### src/sv/tcce_pkg.sv
// tcce_pkg: shared types, codes and constants of the text console cursor engine
// used by every module of the block but tcce_ram; depends on nothing
`default_nettype none

package tcce_pkg;

    // geometry defaults
    localparam int COLUMNS_DEF     = 80;
    localparam int ROWS_DEF        = 25;
    localparam int TAB_STOP_DEF    = 4;
    localparam int QUEUE_DEPTH_DEF = 2;

    // field widths
    localparam int OP_W     = 2;
    localparam int GLYPH_W  = 8;
    localparam int ATTR_W   = 8;
    localparam int COLREQ_W = 8;
    localparam int POS_W    = 11;
    localparam int CELL_W   = 16;

    // attribute after reset and control characters
    localparam logic [ATTR_W-1:0]  ATTR_RESET   = 8'h0F;
    localparam logic [GLYPH_W-1:0] CH_BACKSPACE = 8'd8;
    localparam logic [GLYPH_W-1:0] CH_TAB       = 8'd9;
    localparam logic [GLYPH_W-1:0] CH_NEWLINE   = 8'd10;
    localparam logic [GLYPH_W-1:0] CH_RETURN    = 8'd13;
    localparam logic [GLYPH_W-1:0] CH_SPACE     = 8'h20;

    // reciprocal scaling used for the column modulo tab stop
    localparam int TAB_SHIFT = 16;

    typedef enum logic [OP_W-1:0] {
        OP_PUT        = 2'd0,
        OP_CLEAR      = 2'd1,
        OP_SET_COLUMN = 2'd2,
        OP_READ       = 2'd3
    } op_t;

    typedef enum logic [2:0] {
        CMD_GLYPH,
        CMD_NEWLINE,
        CMD_RETURN,
        CMD_BACKSPACE,
        CMD_TAB,
        CMD_CLEAR,
        CMD_SET_COLUMN,
        CMD_READ
    } cmd_kind_t;

    typedef enum logic [3:0] {
        BE_INIT,
        BE_IDLE,
        BE_EXEC,
        BE_PUT,
        BE_ERASE,
        BE_TAB_DIV,
        BE_TAB_REM,
        BE_SCROLL,
        BE_BLANK_ROW,
        BE_CLEAR,
        BE_READ_WAIT,
        BE_DONE
    } be_state_t;

    typedef struct packed {
        logic [OP_W-1:0]     operation;
        logic [GLYPH_W-1:0]  char_code;
        logic [COLREQ_W-1:0] column_request;
        logic [POS_W-1:0]    cell_index;
    } req_t;

    typedef struct packed {
        logic [POS_W-1:0]  cursor_position;
        logic [CELL_W-1:0] read_cell;
        logic              scrolled;
    } rsp_t;

    // classified command handed from the front to the back
    typedef struct packed {
        cmd_kind_t           kind;
        logic [GLYPH_W-1:0]  glyph;
        logic [COLREQ_W-1:0] column;
        logic [POS_W-1:0]    index;
    } cmd_t;

    typedef struct packed {
        logic full;
        logic empty;
    } q_status_t;

    typedef struct packed {
        logic init_busy;
        logic idle;
    } be_status_t;

endpackage

`default_nettype wire

### src/sv/tcce_front.sv
// tcce_front: request handshake and classification of requests into commands
// depends on tcce_pkg
`default_nettype none

module tcce_front
    import tcce_pkg::*;
#(
    parameter int COLUMNS = COLUMNS_DEF
) (
    input  wire logic       req_valid,
    input  wire req_t       req,
    output logic            req_stall,
    input  wire q_status_t  q_stat,
    input  wire be_status_t be_stat,
    output logic            push,
    output cmd_t            push_cmd
);

    localparam logic [COLREQ_W-1:0] COL_LAST = COLREQ_W'(COLUMNS - 1);

    // no requests while the queue is full or the screen is still being blanked
    assign req_stall = q_stat.full || be_stat.init_busy;
    assign push      = req_valid && !req_stall;

    always_comb
    begin
        push_cmd.glyph  = req.char_code;
        push_cmd.index  = req.cell_index;
        push_cmd.column = (req.column_request > COL_LAST) ? COL_LAST : req.column_request;
        case (op_t'(req.operation))
            OP_PUT:
            begin
                case (req.char_code)
                    CH_NEWLINE:   push_cmd.kind = CMD_NEWLINE;
                    CH_RETURN:    push_cmd.kind = CMD_RETURN;
                    CH_BACKSPACE: push_cmd.kind = CMD_BACKSPACE;
                    CH_TAB:       push_cmd.kind = CMD_TAB;
                    default:      push_cmd.kind = CMD_GLYPH;
                endcase
            end
            OP_CLEAR:      push_cmd.kind = CMD_CLEAR;
            OP_SET_COLUMN: push_cmd.kind = CMD_SET_COLUMN;
            OP_READ:       push_cmd.kind = CMD_READ;
            default:       push_cmd.kind = CMD_READ;
        endcase
    end

endmodule

`default_nettype wire

### config.mk
export PLATFORM = sky130hd
export DESIGN_NAME = tcce_front
export DESIGN_NICKNAME = d
export VERILOG_FILES = /design/src/sv/tcce_pkg.sv /design/src/sv/tcce_front.sv
export SDC_FILE = /design/constraint.sdc
export NUM_CORES = 1
export LEC_CHECK = 0
export ABC_CLOCK_PERIOD_IN_PS = 1200
export BUFFER_PORTS_ARGS = -buffer_cell sky130_fd_sc_hd__buf_2
export CORE_MARGIN = 2
export CORE_UTILIZATION = 23
export DETAILED_ROUTE_END_ITERATION = 8
export GPL_ROUTABILITY_DRIVEN = 0
export PLACE_DENSITY = 0.8
export SLEW_MARGIN = 10
export SYNTH_ARGS = -nofsm -noshare
export SYNTH_HDL_FRONTEND = slang
export SYNTH_SLANG_ARGS = --single-unit
### constraint.sdc
create_clock -name vclk -period 1.2
set_input_delay 0.18 -clock vclk [all_inputs]
set_output_delay 0.18 -clock vclk [all_outputs]
set_load 0.005 [all_outputs]
==> flow_summary_export.csv, run 1 <==
group,metric,value,unit
run_status,outcome,"finished, violations left",
run_status,violations,"negative setup slack",
job,maxCapViolCount,0,
global_routing,antenna_found_initial,0,
power,ir_drop,98.75,uV
yosys,synth_warnings,0,
layout,seq_cells,0,
sta,finalSetupViolations,3,
layout,diodes,0,
routing,postRouteAntennaNets,0,
routing,routed_wl,757,um
global_routing,grt-ovfl-total,0,
sta,period_needed,1.438,ns
layout,syn2layout_area_growth,37.50,%
sta,tns,-0.5522,ns
die,io_pins,66,
power,p_sw,0.04988,mW
yosys,ys_top_cells_by_area,"buf_4 48%, or3b_2 11%, or2_2 6.0%",
die,rows,13,
sta,rsz0062_at_grt,"yes",
setup_path,cp_max_fo,3,
yosys,syn_inst,42,
yosys,syn_avg_cell_area,7.388,um2
layout,stdcell_area,426.7,um2
sta,hold_viol,0,
min_path,holdPathStages,0,
min_path,hp-start,"req[1]",
power,p_clk_share,0,%
min_path,hold_end,"push_cmd[1]",
power,p_comb_share,100.0,%
sta,setup_ws,-0.2384,ns
power,pwr-share-seq,0,%
routing,viasPerCell,4.370,
yosys,synth_top_area_cell,"buf_4",
setup_path,worst_ep_arrival_time,1.26,ns
power,p_per_area,300.7,mW/mm2
sta,post-route-period-util,119.9,%
global_routing,grt_first_pass_wirelength,1.007,mm
place,place_area,399.1,um2
routing,dr_total_vias,354,
power,p_int,0.07842,mW
power,power.total,0.1283,mW
global_routing,grt_max_degree,8,
yosys,yosysUniqueCellTypes,15,
die,die_x,40.73,um
power,switching_share,38.88,%
yosys,syn_nets,76,
global_routing,grt_pass1_vias,275,
layout,drive_above_1_share,81.82,%
sta,max_freq,0.6952,GHz
routing,drc_errors,0,
setup_path,crit_type,"in -> out",
place,pre_cts_ws,-0.2792,ns
layout,clkbuf_count,0,
layout,fin_nets,102,
yosys,ys_seq_area_share,0,%
global_routing,grtUsageTotal,8.408,%
sta,finalMaxSlewViolations,0,
yosys,synthTopCellsByCount,"20 x buf_4, 4 x or3b_2, 3 x inv_1, 3 x or2_2, 2 x nor3b_1",
yosys,synth_top_area_share,48.39,%
die,start_util,24.15,%
min_path,hp-class,"in -> out",
die,dieArea,0.001659,mm2
routing,first_iter_violations,1,
routing,wl_per_cell,9.346,um
yosys,syn_area,310.3,um2
setup_path,cp-start-kind,"input port",
clocking,holdBufCountCts,0,
place,place_hpwl,694.9,um
routing,drtPass1Iterations,3,
die,core,0.001285,mm2
layout,final-seq-area,0,um2
power,leakage,0.2394,nW
die,die_y,40.73,um
setup_path,cp.required,1.02,ns
yosys,synthMostInstantiatedCell,"buf_4",
setup_path,worstSetupEndpointType,"output pin",
place,io_buffers,41,
[through the flow]
step | util [%] | hold WS (ns) | cells
finish | 33.20 | 0.3600 | 81
global placement | 31.06 | 0.3600 | 80
CTS | 33.20 | 0.3600 | 81
detailed placement | 31.06 | 0.3600 | 80
floorplan | - | 0.3930 | 42
global route | 33.20 | 0.3600 | 81
[worst max path at each step]
stage | cells after the start | startpoint | end | slack (ns)
floorplan | 2 | req[24] | push_cmd[28] | -0.04
global placement | 4 | req[24] | push_cmd[28] | -0.27
detailed placement | 4 | req[24] | push_cmd[28] | -0.28
CTS | 4 | req[26] | push_cmd[28] | -0.23
global route | 4 | req[26] | push_cmd[28] | -0.25
finish | 4 | req[26] | push_cmd[28] | -0.24
[layer usage]
metal	vias to the layer above	share of wire, %	track usage (%)
met5	-	0	0
met4	0	1.1	1.667
met3	2	11	1.630
met2	26	55	17.86
met1	155	32	8.013
li1	171	-	-
[cells in the final DEF (no fill, tap or decap)]
cell | synthesis | final
buf_2 | 0 | 40
or3b_4 | 0 | 4
inv_1 | 3 | 3
or2_2 | 3 | 3
buf_4 | 20 | 3
nor3b_1 | 2 | 2
or4b_4 | 1 | 1
or3_1 | 1 | 1
o31ai_1 | 1 | 1
nand2b_1 | 1 | 1
o311ai_1 | 1 | 1
xor2_1 | 1 | 1
o41ai_2 | 1 | 1
o21ai_2 | 0 | 1
nor2_1 | 1 | 1
conb_1 | 1 | 1
buf_6 | 0 | 1
[cell families after synthesis]
kind of cell,after synthesis,synth area share [%]
AO/OA/AOI/OAI,4,12.10
XOR/XNOR,1,2.823
buffers and inverters,23,52.01
other,1,1.209
AND/OR/NAND/NOR,13,31.85
[critical path, cell delays in order]
cell     delay [ns]
buf_6          0.09
or4b_4         0.55
o41ai_2        0.28
buf_2          0.16
[what timing repair did]
item	4_1_cts	5_1_grt
buffers inserted	1	0
pin swaps	5	0
setup endpoints to repair	7	3
gates resized for setup	7	0
[power groups by stage]
| stage | clock [mW] | combinational (mW) | sequential [mW] |
|---|---|---|---|
| 6_report | 0 | 0.128 | 0 |
| 3_5_place_dp | 0 | 0.117 | 0 |
| 3_3_place_gp | 0 | 0.113 | 0 |
| 4_1_cts | 0 | 0.130 | 0 |
| 2_1_floorplan | 0 | 0.0892 | 0 |
| 5_1_grt | 0 | 0.143 | 0 |
[layout make-up]
type                            instances  area (um2)
Tap cell                               15       18.77
Fill cell                             145       858.3
Timing Repair Buffer                   44       234.0
Inverter                                3       11.26
Multi-Input combinational cell         19       162.7
Note: power is estimated with default switching activity, not from simulation.
==> run 2: changes to the inputs <==
--- a/config.mk
+++ b/config.mk
@@ -5,13 +5,13 @@
 export SDC_FILE = /design/constraint.sdc
 export NUM_CORES = 1
 export LEC_CHECK = 0
-export ABC_CLOCK_PERIOD_IN_PS = 1200
+export ABC_CLOCK_PERIOD_IN_PS = 1700
 export BUFFER_PORTS_ARGS = -buffer_cell sky130_fd_sc_hd__buf_2
-export CORE_MARGIN = 2
-export CORE_UTILIZATION = 23
+export CORE_AREA = 2 2 39 41
 export DETAILED_ROUTE_END_ITERATION = 8
+export DIE_AREA = 0 0 41 43
 export GPL_ROUTABILITY_DRIVEN = 0
-export PLACE_DENSITY = 0.8
+export PLACE_DENSITY = 0.78
 export SLEW_MARGIN = 10
 export SYNTH_ARGS = -nofsm -noshare
 export SYNTH_HDL_FRONTEND = slang
==> constraint.sdc (replaced) <==
create_clock -name vclk -period 1.7
set_input_delay 0.255 -clock vclk [all_inputs]
set_output_delay 0.255 -clock vclk [all_outputs]
set_load 0.005 [all_outputs]
==> run 2 against run 1 <==
Compared with the run above: the flow now finishes without violations; setup slack better by 0.30 ns; hold slack improved by 0.15 ns; cell count shrank 2.5%; sequential share of layout area unchanged; design area decreased by 9.7%; power is 39% lower; largest cell class unchanged; highest routed layer unchanged.
==> flow_summary_export.csv, run 2 (same netlist as run 1, synthesis figures left out) <==
group,metric,value,unit
run_status,outcome,"complete, no violations",
sta,finalSetupViolations,0,
routing,postRouteAntennaNets,0,
global_routing,antenna_found_initial,0,
power,p_per_area,203.9,mW/mm2
global_routing,grtUsageTotal,7.493,%
power,p_int,0.04591,mW
die,core,0.001384,mm2
clocking,holdBufCountCts,0,
die,io_pins,66,
sta,finalMaxSlewViolations,0,
routing,drtPass1Iterations,1,
layout,clkbuf_count,0,
setup_path,worstSetupEndpointType,"output pin",
setup_path,cp-start-kind,"input port",
setup_path,crit_path_start,"req[24]",
setup_path,cp.required,1.44,ns
power,ir_drop,46.12,uV
global_routing,grt_first_pass_wirelength,1.014,mm
die,start_util,22.42,%
layout,final_cell_mix,"41 x buf_2, 4 x or3b_2, 3 x inv_1, 3 x or2_2, 2 x nor3b_1",
setup_path,crit_end,"push_cmd[28]",
setup_path,cp_max_fo,3,
place,place_hpwl,623.5,um
clocking,cts_setup_buffers,0,
sta,period_needed,1.636,ns
place,dpl.cell_count,79,
setup_path,worst_ep_arrival_time,1.38,ns
layout,final-seq-area,0,um2
power,switching_share,41.57,%
routing,dr_total_vias,312,
routing,routed_wl,689,um
routing,first_iter_violations,0,
layout,post-route-util,27.85,%
power,p_sw,0.03266,mW
setup_path,crit_type,"in -> out",
layout,multi_input_area,148.9,um2
power,p_comb_share,100.0,%
layout,syn2layout_area_growth,24.19,%
global_routing,grt_pass1_vias,270,
layout,seq_cells,0,
sta,rsz0062_at_grt,"no",
die,die_y,43,um
die,dieArea,0.001763,mm2
sta,tns,0,ns
min_path,hp-class,"in -> out",
place,io_buffers,41,
routing,wl_per_cell,8.722,um
layout,drive_above_1_share,79.37,%
power,leakage,0.2178,nW
job,maxCapViolCount,0,
global_routing,grt-ovfl-total,0,
layout,diodes,0,
sta,post-route-period-util,96.24,%
power,power.total,0.07857,mW
die,rows,14,
power,pwr-share-seq,0,%
layout,final_common_cell,"buf_2",
die,die_x,41,um
sta,hold_viol,0,
power,p_clk_share,0,%
sta,max_freq,0.6112,GHz
layout,fin_nets,99,
layout,layout.cells.non_filler,79,
routing,drc_errors,0,
clocking,cts.repair.resized,0,
layout,fill_cells,155,
global_routing,grt_max_degree,8,
routing,viasPerCell,3.949,
run 2: how the worst min path moves through the flow:
stage	slack, ns	start	cells past startpoint	end
6_report	0.51	req[10]	0	push_cmd[10]
5_1_grt	0.51	req[10]	0	push_cmd[10]
4_1_cts	0.51	req[3]	0	push_cmd[3]
3_5_place_dp	0.51	req[3]	0	push_cmd[3]
3_3_place_gp	0.51	req[3]	0	push_cmd[3]
2_1_floorplan	0.54	req[18]	1	push_cmd[15]
run 2: worst max-delay path, stage by stage:
cell	delay, ns
buf_2	0.10
or4b_4	0.55
o41ai_2	0.32
buf_2	0.16
run 2: metrics by stage:
step,worst slack (ns),hold WS [ns],cell area (um2)
after detailed placement,0.05351,0.5100,385.4
after global routing,0.01924,0.5100,385.4
after floorplan,0.3144,0.5430,310.3
final,0.06393,0.5100,385.4
after CTS,0.04886,0.5100,385.4
after global placement,0.05684,0.5100,385.4
run 2: final cells by class:
| type | instances | share of cell area, % |
|---|---|---|
| repair buffers | 41 | 53.25 |
| multi-input cells | 19 | 38.64 |
| well taps | 16 | 5.195 |
| inverters | 3 | 2.922 |
run 2: routing by layer:
metal	global-route usage, %	share of wire, %	vias up	routed length, um
met1	10.13	36	126	246
met3	0	12	4	86
met2	12.50	50	19	345
met5	0	0	-	0
met4	2.000	1.5	0	10
li1	-	-	163	-
run 2: power by group through the flow:
stage	Sequential (mW)	Clock, mW	Combinational (mW)
3_5_place_dp	0	0	0.0792
5_1_grt	0	0	0.0878
3_3_place_gp	0	0	0.0772
4_1_cts	0	0	0.0795
6_report	0	0	0.0786
2_1_floorplan	0	0	0.0630
