**config.mk**
```make
export PLATFORM = sky130hd
export DESIGN_NAME = tcce_queue
export DESIGN_NICKNAME = d
export VERILOG_FILES = /design/src/sv/tcce_pkg.sv /design/src/sv/tcce_queue.sv
export SDC_FILE = /design/constraint.sdc
export NUM_CORES = 1
export LEC_CHECK = 0
export BUFFER_PORTS_ARGS = -buffer_cell sky130_fd_sc_hd__buf_4
export CAP_MARGIN = 30
export CORE_MARGIN = 4
export CORE_UTILIZATION = 57
export CTS_BUF_LIST = sky130_fd_sc_hd__clkbuf_8
export DETAILED_ROUTE_END_ITERATION = 12
export GPL_TIMING_DRIVEN = 0
export HOLD_SLACK_MARGIN = 0.02
export PLACE_DENSITY = 0.83
export SLEW_MARGIN = 30
export SYNTH_ARGS = -nofsm -noshare
export SYNTH_HDL_FRONTEND = slang
export SYNTH_SLANG_ARGS = --single-unit
```
**constraint.sdc**
```tcl
create_clock -name clk -period 3.85 [get_ports clk]
set_input_delay 0.1925 -clock clk [delete_from_list [all_inputs] [get_ports clk]]
set_output_delay 0.1925 -clock clk [all_outputs]
set_load 0.005 [all_outputs]
```
**src/sv/tcce_pkg.sv**
```systemverilog
// tcce_pkg: shared types, codes and constants of the text console cursor engine
// used by every module of the block but tcce_ram; depends on nothing
`default_nettype none

package tcce_pkg;

    // geometry defaults
    localparam int COLUMNS_DEF     = 80;
    localparam int ROWS_DEF        = 25;
    localparam int TAB_STOP_DEF    = 4;
    localparam int QUEUE_DEPTH_DEF = 2;

    // field widths
    localparam int OP_W     = 2;
    localparam int GLYPH_W  = 8;
    localparam int ATTR_W   = 8;
    localparam int COLREQ_W = 8;
    localparam int POS_W    = 11;
    localparam int CELL_W   = 16;

    // attribute after reset and control characters
    localparam logic [ATTR_W-1:0]  ATTR_RESET   = 8'h0F;
    localparam logic [GLYPH_W-1:0] CH_BACKSPACE = 8'd8;
    localparam logic [GLYPH_W-1:0] CH_TAB       = 8'd9;
    localparam logic [GLYPH_W-1:0] CH_NEWLINE   = 8'd10;
    localparam logic [GLYPH_W-1:0] CH_RETURN    = 8'd13;
    localparam logic [GLYPH_W-1:0] CH_SPACE     = 8'h20;

    // reciprocal scaling used for the column modulo tab stop
    localparam int TAB_SHIFT = 16;

    typedef enum logic [OP_W-1:0] {
        OP_PUT        = 2'd0,
        OP_CLEAR      = 2'd1,
        OP_SET_COLUMN = 2'd2,
        OP_READ       = 2'd3
    } op_t;

    typedef enum logic [2:0] {
        CMD_GLYPH,
        CMD_NEWLINE,
        CMD_RETURN,
        CMD_BACKSPACE,
        CMD_TAB,
        CMD_CLEAR,
        CMD_SET_COLUMN,
        CMD_READ
    } cmd_kind_t;

    typedef enum logic [3:0] {
        BE_INIT,
        BE_IDLE,
        BE_EXEC,
        BE_PUT,
        BE_ERASE,
        BE_TAB_DIV,
        BE_TAB_REM,
        BE_SCROLL,
        BE_BLANK_ROW,
        BE_CLEAR,
        BE_READ_WAIT,
        BE_DONE
    } be_state_t;

    typedef struct packed {
        logic [OP_W-1:0]     operation;
        logic [GLYPH_W-1:0]  char_code;
        logic [COLREQ_W-1:0] column_request;
        logic [POS_W-1:0]    cell_index;
    } req_t;

    typedef struct packed {
        logic [POS_W-1:0]  cursor_position;
        logic [CELL_W-1:0] read_cell;
        logic              scrolled;
    } rsp_t;

    // classified command handed from the front to the back
    typedef struct packed {
        cmd_kind_t           kind;
        logic [GLYPH_W-1:0]  glyph;
        logic [COLREQ_W-1:0] column;
        logic [POS_W-1:0]    index;
    } cmd_t;

    typedef struct packed {
        logic full;
        logic empty;
    } q_status_t;

    typedef struct packed {
        logic init_busy;
        logic idle;
    } be_status_t;

endpackage

`default_nettype wire

```
**src/sv/tcce_queue.sv**
```systemverilog
// tcce_queue: short command queue between the front and the back
// depends on tcce_pkg
`default_nettype none

module tcce_queue
    import tcce_pkg::*;
#(
    parameter int DEPTH = QUEUE_DEPTH_DEF
) (
    input  wire logic clk,
    input  wire logic rst_n,
    input  wire logic push,
    input  wire cmd_t push_cmd,
    input  wire logic pop,
    output cmd_t      pop_cmd,
    output q_status_t q_stat
);

    localparam int PTR_W = $clog2(DEPTH);
    localparam int CNT_W = $clog2(DEPTH + 1);

    cmd_t             entries_reg [DEPTH];
    logic [PTR_W-1:0] wr_ptr_reg, wr_ptr_next;
    logic [PTR_W-1:0] rd_ptr_reg, rd_ptr_next;
    logic [CNT_W-1:0] count_reg, count_next;

    always_comb
    begin
        wr_ptr_next = wr_ptr_reg;
        rd_ptr_next = rd_ptr_reg;
        count_next  = count_reg;
        if (push)
        begin
            wr_ptr_next = (wr_ptr_reg == PTR_W'(DEPTH - 1)) ? '0 : wr_ptr_reg + PTR_W'(1);
        end
        if (pop)
        begin
            rd_ptr_next = (rd_ptr_reg == PTR_W'(DEPTH - 1)) ? '0 : rd_ptr_reg + PTR_W'(1);
        end
        if (push && !pop)
        begin
            count_next = count_reg + CNT_W'(1);
        end
        else if (pop && !push)
        begin
            count_next = count_reg - CNT_W'(1);
        end
    end

    always_ff @(posedge clk or negedge rst_n)
    begin
        if (!rst_n)
        begin
            wr_ptr_reg <= '0;
            rd_ptr_reg <= '0;
            count_reg  <= '0;
        end
        else
        begin
            wr_ptr_reg <= wr_ptr_next;
            rd_ptr_reg <= rd_ptr_next;
            count_reg  <= count_next;
        end
    end

    always_ff @(posedge clk)
    begin
        if (push)
        begin
            entries_reg[wr_ptr_reg] <= push_cmd;
        end
    end

    assign pop_cmd      = entries_reg[rd_ptr_reg];
    assign q_stat.full  = (count_reg == CNT_W'(DEPTH));
    assign q_stat.empty = (count_reg == '0);

endmodule

`default_nettype wire

```
==> key figures, run 1 <==
Setup path
  – CP delay by family, top: flip-flops
  – CP endpoint kind: output port
  – Crit Path Category: flop to output port
  – Crit start category: flop
  – Worst r2r src: wr_ptr_reg$_DFFE_PN0P_
  – CP Cell Sequence: buf_6 > mux2_2 > buf_4
  – R2R cell count: 1
  – Crit path largest cell delay: roughly 0.45 ns
  – R2R setup slack: about 2.4 ns
  – R2R Path End: entries_reg[1][10]$_DFFE_PP_
  – Critical path fanouts, max: 10
  – Buf/Inv on CP: 2
  – CP max stage cell: dfrtp_1
  – WP data required: approximately 3.7 ns
  – Critical path data arrival time: 1.45 ns

Finish
  – Final Instance Area: roughly 3100 um2
  – Final-stage net count: between 200 and 250
  – Max reg flops: 60
  – Share of cells above drive strength 1: 58.85%
  – Fin util: around 78%
  – # diodes: 0
  – Commonest non-fill, non-tap cells in the layout: buf_4, edfxtp_1, mux2_2
  – Layout area overhead: 31.92%
  – Commonest non-fill, non-tap cell in the layout: buf_4

Synthesis
  – Synth Register Bits: between 60 and 70
  – Seq/Total Area, Yosys: a little over 80%
  – Syn nets: 144
  – Yosys synthesis warning count: 0
  – Library cells used by synthesis: 11
  – Synthesized netlist cell count: roughly 110
  – Synthesized area: roughly 2400 um2
  – Avg Cell Area, Syn: approximately 22 um2

Floorplan
  – Ports: between 60 and 70
  – Die area: 5233 um2
  – Row Count: 23
  – Die height: about 72 um
  – Die Span X: 72.34 um
  – Core area: about 4000 um2
  – Starting Density: around three fifths

Global routing
  – First-pass GRT wire length: between 6 and 7 mm
  – Global route total overflow: 0
  – Vias in the first global route: 1360
  – Antenna violations before repair: 0
  – Largest net degree at the start of global routing: 31
  – Gr usage total: 16.60%

Detailed routing
  – Post-Route WL: approximately 4 mm
  – Drt pass-1 iters: 4
  – Via count: around 1.2k
  – WL per Instance: 16.31 um
  – Antenna Nets Post-Route: 0
  – Drt initial violations: around 90
  – # DRC: 0
  – DR vias/cell: 5.083

STA
  – Final setup vio count: 0
  – Slew Limit Fails: 0
  – Worst Tran Pin Value: 0.7115 ns
  – Worst Skew: a little under 0.009 ns
  – Post-layout min period: approximately 1.6 ns
  – Hold Vio Cnt, Final: 0
  – Crit share post-route: 42.60%
  – Total negative slack: 0 ns
  – Peak Freq: ~600 MHz
  – Rel. slew slack: approximately 53%
  – Worst Slack Setup Final: around 2.2 ns
  – RSZ-0062 raised after global routing: false

Clocking
  – TritonCTS Sinks: 64
  – H-tree depth: 3
  – Clk Latency, worst-skew pair: approximately 0.32 ns
  – Postcts setup bufs: 0
  – Post_cts resized: 0
  – CTS root buffer: clkbuf_8
  – Clk buf depth: 2
  – CTS tree: yes
  – Clk slew on worst S/H paths: about 0.060 ns
  – TritonCTS buffer count: 9

Place
  – Pre-CTS setup slack: between 2 and 2.5 ns
  – Dpl cell area: slightly below 3000 um2
  – GPL Wtd Cong: approximately 0.74
  – Port bufs: 65
  – Hpwl dp: 2.869 mm

Pwr
  – Maximum VDD drop: between 400 and 500 uV
  – Pwr dens: approximately 670 nW/um2
  – Leakage: about 1.2 nW

Hold path
  – Hold worst-path end: rd_ptr_reg$_DFFE_PN0P_
  – Hold WC Path Type: input pin to flop
  – HP Start: pop
  – Min-Delay Path Depth: 2

Flow run
  – Max_cap viols: 0

Outcome
  – Status: finished clean
-- synthesized netlist by cell type (all sizes together) --
library cell	number	area, um2
inv	1	3.750
ha	1	12.51
xor2	4	35.03
and2	1	6.260
nor2b	2	12.51
xnor2	1	8.760
mux2	30	337.8
edfxtp	60	1802
buf	3	33.78
nor2	2	7.510
dfrtp	4	100.1
-- per-layer routing --
| metal | global-route usage, % | vias to the layer above | wire length (um) |
|---|---|---|---|
| met1 | 18.03 | 599 | 1463 |
| met2 | 28.92 | 51 | 2084 |
| met4 | 5.010 | 0 | 38 |
| met5 | 0 | - | 0 |
| met3 | 7.618 | 4 | 362 |
| li1 | - | 576 | - |
-- worst max path at each step --
| stage | start | end | slack (ns) | depth (start not counted) |
|---|---|---|---|---|
| after floorplan | wr_ptr_reg$_DFFE_PN0P_ | entries_reg[0][0]$_DFFE_PP_ | 1.68 | 1 |
| final | rd_ptr_reg$_DFFE_PN0P_ | pop_cmd[9] | 2.21 | 3 |
| after detailed placement | wr_ptr_reg$_DFFE_PN0P_ | entries_reg[1][17]$_DFFE_PP_ | 2.38 | 1 |
| after global routing | rd_ptr_reg$_DFFE_PN0P_ | pop_cmd[22] | 2.15 | 3 |
| after CTS | rd_ptr_reg$_DFFE_PN0P_ | pop_cmd[25] | 2.18 | 3 |
| after global placement | wr_ptr_reg$_DFFE_PN0P_ | entries_reg[0][2]$_DFFE_PP_ | 1.10 | 1 |
-- logic make-up (layout without fill, tap and decap cells) --
| group | after synthesis | in the layout | synth area share [%] |
|---|---|---|---|
| xor gates and xnor gates | 5 | 5 | 1.856 |
| buffers and inverters | 4 | 87 | 1.590 |
| adders and majority gates | 1 | 1 | 0.5301 |
| muxes | 30 | 30 | 14.32 |
| DFF | 64 | 64 | 80.59 |
| and+or+nand+nor | 5 | 5 | 1.114 |
-- final cells by class --
cell class,count,area [um2]
Buffer,3,33.78
Timing Repair Buffer,67,525.5
Inverter,1,3.754
Fill cell,216,887.1
Tap cell,50,62.56
Multi-Input combinational cell,41,429.2
Sequential cell,64,1902
Clock buffer,9,123.9
Clock inverter,7,32.53
-- per-stage QoR --
step | hold WS (ns) | total power [mW] | instances
CTS | 0.02915 | 2.126 | 242
global route | 0.02580 | 2.207 | 242
floorplan | -0.1031 | 1.328 | 109
finish | 0.05011 | 2.096 | 242
global placement | -0.01163 | 1.624 | 224
detailed placement | -0.007100 | 1.673 | 225
-- repair_timing --
item | CTS | global route
endpoints found under the hold margin | 4 | 0
hold buffers | 1 | 0
endpoints found under the setup margin | 0 | 0
-- where the power goes --
part	internal, mW	total [mW]	leakage, nW	switching [mW]
clock network	0.222	0.449	0.0902	0.227
registers	0.929	0.983	0.610	0.0538
logic	0.396	0.665	0.515	0.269
Note: power is estimated with default switching activity, not from simulation.
==> run 2, diff against run 1 <==
- ABC_AREA: not set -> 1
- CORE_UTILIZATION: 57 -> 48
- PLACE_DENSITY: 0.83 -> 0.74
- clock period: 3.85 -> 1.4 ns (I/O delays scaled with it)
==> run 2 against run 1 <==
  * The run now ends with negative setup slack left
  * Clock-buffer cell count stayed put
  * Register-to-register slack lost 2.3 ns
  * Clock power rose to 3.2 times the previous value
  * Worst hold slack better by 0.020 ns
  * Via count rose by 15%
  * Routed wire length grew 25%
  * Clock skew is 0.0021 ns lower
  * Sequential share of layout area fell by 8.9 points
  * Setup slack lost 2.3 ns
  * Non-clock buffer count up 36
  * Highest routed layer unchanged
==> key figures, run 2 <==
Detailed routing
  – Via count: ~1.4k
  – # DRC: 0
  – Drt pass-1 iters: 4
  – Drt initial violations: 69
  – WL per Instance: between 15 and 20 um
  – Antenna Nets Post-Route: 0
  – DR vias/cell: around 4.7
  – Post-Route WL: around 4.9 mm

Clocking
  – CTS tree: yes
  – CTS root buffer: clkbuf_8
  – Clk slew on worst S/H paths: 0.06 ns
  – TritonCTS buffer count: 9
  – Clk Latency, worst-skew pair: between 0.3 and 0.4 ns
  – TritonCTS Sinks: 64
  – Clk buf depth: 2
  – H-tree depth: 3

Synthesis
  – Post-synth EDFFs: 60
  – FFs w/ async S/R, synth: 6.250%
  – Ranking of synthesized cells by area: edfxtp_1, mux2_2, dfrtp_1, buf_6, inv_1
  – Synthesized area: ~2400 um2
  – Seq/Total Area, Yosys: ~80%
  – Yosys synthesis warning count: 0
  – Avg Cell Area, Syn: 20.17 um2
  – Leading area contributor after synthesis: edfxtp_1
  – Synth cell count leaders: edfxtp_1, mux2_2, inv_1
  – Syn nets: between 150 and 200
  – Top FF cell, synth: edfxtp_1
  – Share of the synthesized area in the top cell type: between 70% and 80%
  – Most frequent cell after synthesis: edfxtp_1
  – Library cells used by synthesis: 12
  – Synth Register Bits: 64
  – Synthesized netlist cell count: around 120

Flow run
  – Max_cap viols: 0

STA
  – Worst Slack Setup Final: -0.1178 ns
  – Post-layout min period: ~1.5 ns
  – Peak Freq: 658.8 MHz
  – Worst Skew: between 0.006 and 0.007 ns
  – Crit share post-route: 108.4%
  – RSZ-0062 raised after global routing: true
  – Final setup vio count: 29
  – Worst Tran Pin Value: ~0.50 ns
  – Hold Vio Cnt, Final: 0
  – Slew Limit Fails: 0
  – Rel. slew slack: 66.60%
  – Total negative slack: -3.030 ns

Finish
  – Layout area overhead: 53.26%
  – Commonest non-fill, non-tap cells in the layout: edfxtp_1, buf_4, dlygate4sd3_1
  – Max reg flops: 60
  – Register area: between 1500 and 2000 um2
  – Final-stage net count: roughly 270
  – Commonest non-fill, non-tap cell in the layout: edfxtp_1
  – Area of the multi-input gates: about 470 um2
  – Share of cells above drive strength 1: roughly 50%
  – Filler cells: roughly 290
  – # diodes: 0

Floorplan
  – Ports: 66
  – Die height: ~78 um
  – Die area: between 6000 and 7000 um2
  – Core area: around 4800 um2
  – Row Count: 25
  – Die Span X: 78.41 um
  – Starting Density: between 50 and 60%

Global routing
  – Gr usage total: ~17%
  – Antenna violations before repair: 0
  – Global route total overflow: 0
  – Largest net degree at the start of global routing: 31
  – Vias in the first global route: 1560
  – First-pass GRT wire length: around 7.5 mm

Pwr
  – Int Power: 4.827 mW
  – Switching Share: about a quarter
  – Clock share of power: a little over a fifth
  – Maximum VDD drop: ~1200 uV
  – Pwr dens: 1793 nW/um2
  – Sequential power share: 41.5%
  – Leakage: between 1 and 1.5 nW
  – P_sw: approximately 1.7 mW
  – Comb power frac: 36.6%

Setup path
  – R2R cell count: 2
  – CP Capture Point: pop_cmd[15]
  – Crit start category: flop
  – CP endpoint kind: output port
  – R2R Path End: entries_reg[1][12]$_DFFE_PP_
  – Crit Path Category: flop to output port
  – Critical path data arrival time: 1.45 ns
  – Crit path launch: rd_ptr_reg$_DFFE_PN0P_
  – R2R setup slack: roughly 0.07 ns
  – Worst r2r src: wr_ptr_reg$_DFFE_PN0P_
  – Critical path fanouts, max: 7
  – WP data required: ~1.3 ns

Hold path
  – Hold WC Path Type: input pin to async pin

Place
  – GPL Wtd Cong: about 0.62
  – Pre-CTS setup slack: -0.1440 ns
  – Port bufs: between 60 and 70
  – Hpwl dp: ~2.8 mm

Outcome
  – Violated checks: negative setup slack
  – Status: finished with violations
run 2: routing by layer:
metal	track usage [%]	wire, um
met1	18.25	1967
met2	29.97	2661
met3	5.275	249
met4	7.343	59
met5	0	0
run 2: how the worst min path moves through the flow:
stage	to	slack, ns	depth (start not counted)
2_1_floorplan	count_reg[0]$_DFFE_PN0P_	-0.23	0
3_3_place_gp	count_reg[1]$_DFFE_PN0P_	-0.13	1
3_5_place_dp	count_reg[0]$_DFFE_PN0P_	-0.13	1
4_1_cts	count_reg[0]$_DFFE_PN0P_	0.05	2
5_1_grt	count_reg[1]$_DFFE_PN0P_	0.04	2
6_report	count_reg[0]$_DFFE_PN0P_	0.07	2
run 2: area by class of cell:
class	instances	area share, %
Clock inverter	7	1.509
Sequential cell	64	52.18
Multi-Input combinational cell	45	12.90
Inverter	7	0.7890
Timing Repair Buffer	103	25.80
Tap cell	67	2.298
Buffer	3	1.132
Clock buffer	9	3.396
run 2: critical path, stage by stage, from the launching register on:
cell and delay [ns]:
dfrtp_2 0.37, buf_12 0.14, buf_6 0.12, mux2_2 0.34, buf_4 0.14
run 2: power by group through the flow:
stage	Sequential (mW)	Clock, mW	Combinational (mW)
floorplan	2.70	0	0.970
global route	2.75	1.57	2.56
global placement	2.72	0	1.77
CTS	2.74	1.45	2.02
finish	2.72	1.43	2.40
detailed placement	2.75	0	1.81
run 2: logic make-up (layout without fill, tap and decap cells):
kind of cell	Yosys count	in the layout	share of synthesized area, %
xor gates and xnor gates	3	3	1.104
adders and majority gates	1	1	0.5257
buffers and inverters	10	129	2.524
DFF	64	64	79.92
muxes	30	30	14.20
and+or+nand+nor	10	11	1.735
run 2: stage by stage:
stage,total power [mW],cell area [um2],util (%),cells,hold WS (ns)
finish,6.540,3647,76.71,305,0.07038
CTS,6.210,3526,74.16,301,0.05161
floorplan,3.668,2387,-,118,-0.2256
global placement,4.491,2959,62.24,250,-0.1313
detailed placement,4.563,2959,62.24,250,-0.1284
global route,6.882,3647,76.71,305,0.04001
run 2: repair_timing:
item,in CTS,in global routing
gates cloned,2,2
endpoints found under the hold margin,66,0
setup buffers,0,2
pin swaps,1,0
resized for setup,13,12
setup endpoints to repair,59,29
hold buffers,33,0
